$ cat config.mk
export PLATFORM = sky130hd
export DESIGN_NAME = rpr_cordic
export DESIGN_NICKNAME = d
export VERILOG_FILES = /design/src/design/rpr_pkg.sv /design/src/design/rpr_cordic.sv
export SDC_FILE = /design/constraint.sdc
export NUM_CORES = 2
export LEC_CHECK = 0
export BUFFER_PORTS_ARGS = -buffer_cell sky130_fd_sc_hd__buf_4
export CORE_MARGIN = 2
export CORE_UTILIZATION = 29
export DETAILED_ROUTE_END_ITERATION = 10
export GPL_ROUTABILITY_DRIVEN = 0
export GPL_TIMING_DRIVEN = 1
export PLACE_DENSITY = 0.52
export RECOVER_POWER = 50
export SETUP_SLACK_MARGIN = 0.1
export SLEW_MARGIN = 20
export SYNTH_ARGS = -nofsm -noshare
export SYNTH_HDL_FRONTEND = slang
export SYNTH_SLANG_ARGS = --single-unit
$ cat constraint.sdc
create_clock -name clk_i -period 19.5 [get_ports clk_i]
set_clock_uncertainty 0.15 [all_clocks]
set_input_delay 3.9 -clock clk_i [delete_from_list [all_inputs] [get_ports clk_i]]
set_output_delay 3.9 -clock clk_i [all_outputs]
set_load 0.02 [all_outputs]
$ cat src/design/rpr_pkg.sv
package rpr_pkg;

  localparam int DATA_WIDTH    = 16;
  localparam int CORDIC_STAGES = 16;

  localparam int SCALE_W = 24;
  localparam int FREQ_W  = 32;
  localparam int P_W     = FREQ_W + SCALE_W + 1;  // frequency x scale, Q19.38
  localparam int A_W     = FREQ_W + SCALE_W - 8;  // angle Q18.30 before reduction
  localparam int QH_W    = 16;                    // quotient estimate
  localparam int QT_W    = A_W + 2;
  localparam int ANG_W   = 36;                    // remainder, signed
  localparam int ANGU_W  = 33;                    // reduced angle, unsigned
  localparam int XY_W    = 32;
  localparam int Z_W     = 34;
  localparam int CS_W    = XY_W + 1;
  localparam int PROD_W  = DATA_WIDTH + CS_W;
  localparam int SUM_W   = PROD_W + 2;
  localparam int RND_W   = SUM_W - 30;

  localparam logic [SCALE_W-1:0] SCALE_RESET = 24'd1048576;

  localparam logic signed [ANG_W-1:0] TWO_PI_Q30   = 36'sd6746518852;
  localparam logic signed [ANG_W-1:0] PI_Q30       = 36'sd3373259426;
  localparam logic signed [ANG_W-1:0] HALF_PI_Q30  = 36'sd1686629713;
  localparam logic signed [ANG_W-1:0] PI_HALF3_Q30 = 36'sd5059889139;

  // floor(2^48 / (2*pi*2^30)), i.e. 2/pi in Q16
  localparam logic signed [16:0] RECIP_Q16 = 17'sd41721;

  localparam logic signed [XY_W-1:0] KINV_Q30 = 32'sd652032874;

  localparam logic signed [SUM_W-1:0] RND_HALF = SUM_W'(536870912);

  // pipeline stage indexes
  localparam int ST_CORR    = 3;
  localparam int ST_FOLD    = 4;
  localparam int NUM_STAGES = CORDIC_STAGES + 9;

  typedef struct packed {
    logic signed [DATA_WIDTH-1:0] first;
    logic signed [DATA_WIDTH-1:0] second;
    logic                         rot;
    logic                         partner;
    logic                         neg;
  } rpr_side_t;

  typedef struct packed {
    logic signed [DATA_WIDTH-1:0] first_out;
    logic signed [DATA_WIDTH-1:0] second_out;
    logic                         saturated;
    logic                         rot;
    logic                         partner;
  } rpr_res_t;

  function automatic logic signed [Z_W-1:0] atan_q30(input int unsigned idx);
    logic signed [Z_W-1:0] v;
    case (idx)
      0:       v = 34'sd843314857;
      1:       v = 34'sd497837829;
      2:       v = 34'sd263043837;
      3:       v = 34'sd133525159;
      4:       v = 34'sd67021687;
      5:       v = 34'sd33543516;
      6:       v = 34'sd16775851;
      7:       v = 34'sd8388437;
      8:       v = 34'sd4194283;
      9:       v = 34'sd2097149;
      10:      v = 34'sd1048576;
      11:      v = 34'sd524288;
      12:      v = 34'sd262144;
      13:      v = 34'sd131072;
      14:      v = 34'sd65536;
      15:      v = 34'sd32768;
      16:      v = 34'sd16384;
      17:      v = 34'sd8192;
      18:      v = 34'sd4096;
      19:      v = 34'sd2048;
      20:      v = 34'sd1024;
      21:      v = 34'sd512;
      22:      v = 34'sd256;
      23:      v = 34'sd128;
      default: v = '0;
    endcase
    return v;
  endfunction

endpackage

$ cat src/design/rpr_cordic.sv
module rpr_cordic (
  input  logic                                clk_i,
  input  logic                                adv_i,
  input  logic signed [rpr_pkg::Z_W-1:0]      z_i,
  input  rpr_pkg::rpr_side_t                  side_i,
  output logic signed [rpr_pkg::XY_W-1:0]     x_o,
  output logic signed [rpr_pkg::XY_W-1:0]     y_o,
  output rpr_pkg::rpr_side_t                  side_o
);

  logic signed [rpr_pkg::XY_W-1:0] x_q    [rpr_pkg::CORDIC_STAGES];
  logic signed [rpr_pkg::XY_W-1:0] y_q    [rpr_pkg::CORDIC_STAGES];
  logic signed [rpr_pkg::Z_W-1:0]  z_q    [rpr_pkg::CORDIC_STAGES];
  rpr_pkg::rpr_side_t              side_q [rpr_pkg::CORDIC_STAGES];

  // one rotation step per register stage, shift amount fixed by position
  for (genvar g = 0; g < rpr_pkg::CORDIC_STAGES; g++) begin : g_stage
    logic signed [rpr_pkg::XY_W-1:0] x_in;
    logic signed [rpr_pkg::XY_W-1:0] y_in;
    logic signed [rpr_pkg::Z_W-1:0]  z_in;
    rpr_pkg::rpr_side_t              side_in;

    if (g == 0) begin : g_head
      assign x_in    = rpr_pkg::KINV_Q30;
      assign y_in    = '0;
      assign z_in    = z_i;
      assign side_in = side_i;
    end else begin : g_body
      assign x_in    = x_q[g-1];
      assign y_in    = y_q[g-1];
      assign z_in    = z_q[g-1];
      assign side_in = side_q[g-1];
    end

    always_ff @(posedge clk_i) begin
      if (adv_i) begin
        side_q[g] <= side_in;
        if (!z_in[rpr_pkg::Z_W-1]) begin
          x_q[g] <= x_in - (y_in >>> g);
          y_q[g] <= y_in + (x_in >>> g);
          z_q[g] <= z_in - rpr_pkg::atan_q30(g);
        end else begin
          x_q[g] <= x_in + (y_in >>> g);
          y_q[g] <= y_in - (x_in >>> g);
          z_q[g] <= z_in + rpr_pkg::atan_q30(g);
        end
      end
    end
  end

  assign x_o    = x_q[rpr_pkg::CORDIC_STAGES-1];
  assign y_o    = y_q[rpr_pkg::CORDIC_STAGES-1];
  assign side_o = side_q[rpr_pkg::CORDIC_STAGES-1];

endmodule

==> results.sh <==
export IMPL_status="complete, but fails checks"
export IMPL_violations="max-capacitance violations, max-slew violations"
export IMPL_slew_violations=1413
export IMPL_wirelength_um=294000
export IMPL_cp_arrival_ns=14.03
export IMPL_post_cts_setup_buffer_count=0
export IMPL_grt_first_pass_wirelength_um=467000
export IMPL_wire_per_inst_um=15.9
export IMPL_synthToLayoutAreaGrowth_pct=12.4
export IMPL_grt_pass1_vias=87500
export IMPL_ys_seq_elements=1894
export IMPL_yosysSeqAreaShare_pct=43.9
export IMPL_period_needed_ns=13.54
export IMPL_htreeDepth=4
export IMPL_max_slew_margin_pct=-501
export IMPL_antenna_left=0
export IMPL_cts_buffer_depth=4
export IMPL_worstHoldStart="side_q[3][1]"
export IMPL_cp_required_ns=19.99
export IMPL_rsz0062_at_grt="false"
export IMPL_cp_startpoint="adv_i"
export IMPL_yosysWarnings=0
export IMPL_crit_path_start_kind="input port"
export IMPL_tightest_slew_ns=9.01
export IMPL_rr_worst_depth=19
export IMPL_setup_viol=0
export IMPL_grt_total_usage_pct=12.6
export IMPL_synthDominantCellAreaShare_pct=43.9
export IMPL_die_width_um=672
export IMPL_grt_ovfl_total=0
export IMPL_synth_edf_count=1894
export IMPL_fin_crit_sh_pct=69.4
export IMPL_synth_cells=12100
export IMPL_synth_cell_types=95
export IMPL_dr_pass1_iters=6
export IMPL_hold_depth=0
export IMPL_synth_largest_area_cell="edfxtp_1"
export IMPL_maxCapViolations=22
export IMPL_die_area_um2=452000
export IMPL_core_um2=445000
export IMPL_syn_avg_cell_area_um2=10.7
export IMPL_drive_above_1_share_pct=5.76
export IMPL_synth_fp_nets=13600
export IMPL_ys_async_sr_fraction_pct=0
export IMPL_antenna_found_initial=5
export IMPL_cts_resized=0
export IMPL_rows=245
export IMPL_cts_root_buf="clkbuf_16"
export IMPL_path_clk_slew_ns=0.06
export IMPL_initial_core_util_pct=29.1
export IMPL_yosys_top_cells_area="edfxtp_1 44%, ha_1 13%, xnor2_1 7.7%"
export IMPL_port_buffers=169
export IMPL_fmax_mhz=73.9
export IMPL_hold_class="flop to flop"
export IMPL_endpoint_kind="flop"
export IMPL_rrSetupSlack_ns=12.32
export IMPL_grt_max_degree=185
export IMPL_tns_ns=0
export IMPL_timing_rr_start="z_q[0][135]"
export IMPL_vias=87900
export IMPL_cts_made_buffers=227
export IMPL_hpwl_um=229000
export IMPL_final_nets=13900
export IMPL_drc=0
export IMPL_cts_sinks=1894
export IMPL_reg2reg_to="y_q[4][30]"
export IMPL_critPathMaxFanout=77
export IMPL_hold_path_end="side_q[4][1]"
export IMPL_die_y_um=672
export IMPL_holdBufCountCts=0
export IMPL_viasPerCell=4.74
export IMPL_drtIter0Drc=4084
export IMPL_syn_area_um2=130000
export IMPL_critPathKind="input port to flop"
export IMPL_io_pins=170
export IMPL_worstSkewPairLatency_ns=0.97
export IMPL_cts_tree="done"
export IMPL_finalHoldViolations=0
export IMPL_ys_flop_type="edfxtp_1"
cell usage in the layout (no fill, tap or decap), types with 229 or more instances in the layout:
cell type	instances
inv_1	467
edfxtp_1	1894
xnor2_1	1142
nor3_1	249
a21o_1	577
clkbuf_16	229
nand2_1	598
xor2_1	572
a21oi_1	1209
nand2b_1	231
nor2_1	881
ha_1	1386
o21ai_0	622
per-stage QoR:
| stage | util [%] | cells | hold WS [ns] | setup slack (ns) | cell area (um^2) |
|---|---|---|---|---|---|
| 2_1_floorplan | - | 12100 | 0.250 | 10.61 | 130000 |
| 3_5_place_dp | 31.0 | 18100 | 0.255 | 8.67 | 138000 |
| 6_report | 32.7 | 18500 | 0.229 | 5.96 | 146000 |
| 5_1_grt | 32.7 | 18500 | 0.237 | 4.85 | 146000 |
| 4_1_cts | 32.7 | 18500 | 0.226 | 9.65 | 146000 |
| 3_3_place_gp | 31.0 | 18100 | 0.250 | 8.63 | 138000 |
critical path: stages:
cell	delay, ns
clkbuf_1	2.01
buf_12	0.38
clkbuf_1	2.58
and2_0	0.35
buf_4	0.37
clkinv_1	0.45
buf_4	0.39
o21ai_0	0.35
ha_1	0.30
a21o_1	0.18
a21oi_1	0.21
nor2b_1	0.08
o31ai_1	0.46
a311oi_1	0.35
o211ai_1	0.30
a21boi_0	0.13
buf_4	0.17
o211a_1	0.19
o21ai_0	0.30
a21oi_1	0.12
nor2_1	0.13
xnor2_1	0.08
area by class of cell:
cell class	count	area, um^2
Antenna cell	2	5.00
Fill cell	45300	300000
Clock inverter	150	1650
Inverter	477	1790
Clock buffer	265	5870
Sequential cell	1894	56900
Multi-Input combinational cell	9569	70200
Tap cell	5928	7420
Timing Repair Buffer	241	1730
sequential cells by signal, summed over array words and instances, names as in the netlist:
register and count:
y_q 481, z_q 397, side_q 560, x_q 456
synth_stat cells (31+ instances only):
library cell / n
nand3_1: 163
ha_1: 1386
nor4_1: 74
xor2_1: 572
and3_1: 95
inv_1: 469
nor3_1: 249
a21oi_1: 1209
xnor2_1: 1142
mux2i_1: 51
a21boi_0: 41
o41ai_1: 52
a31o_2: 32
nor2_1: 881
nor2b_1: 147
o31a_1: 32
and2_1: 57
nand2b_1: 231
fa_1: 43
or3_1: 64
nand2_1: 600
a31oi_1: 92
mux2_2: 59
or4_1: 31
edfxtp_1: 1894
a21o_1: 577
nand4_1: 80
o21ai_0: 622
clkbuf_1: 149
o21a_1: 186
a211oi_1: 84
o31ai_1: 109
or2_2: 48
o21bai_1: 167
cell families after synthesis:
group           count (synthesis)  share of synthesized area [%]
compound gates               3496                           17.1
xor+xnor                     1715                           11.6
fa+ha+maj                    1429                           14.1
buf+inv                       651                           1.89
flops                        1894                           43.9
mux                           110                          0.907
simple gates                 2819                           10.6
layer usage:
| metal | part of all wire (%) | vias up | wire length (um) | global-route usage (%) |
|---|---|---|---|---|
| met4 | 5.0 | 2 | 14700 | 5.92 |
| li1 | - | 45700 | - | - |
| met2 | 51 | 1275 | 150000 | 23.7 |
| met5 | 0.11 | - | 323 | 0 |
| met3 | 2.8 | 629 | 8270 | 1.62 |
| met1 | 41 | 40200 | 120000 | 13.9 |
worst max-delay path by stage:
stage	slack, ns	to
final	5.96	x_q[14][29]
after global routing	4.85	z_q[0][107]
after CTS	9.65	x_q[9][30]
after detailed placement	8.67	x_q[9][30]
after global placement	8.63	x_q[9][30]
after floorplan	10.61	x_q[3][30]
Power is left out: the tool's default activity adds up to more than one toggle a clock period on the data nets, which glitch-free logic cannot reach.
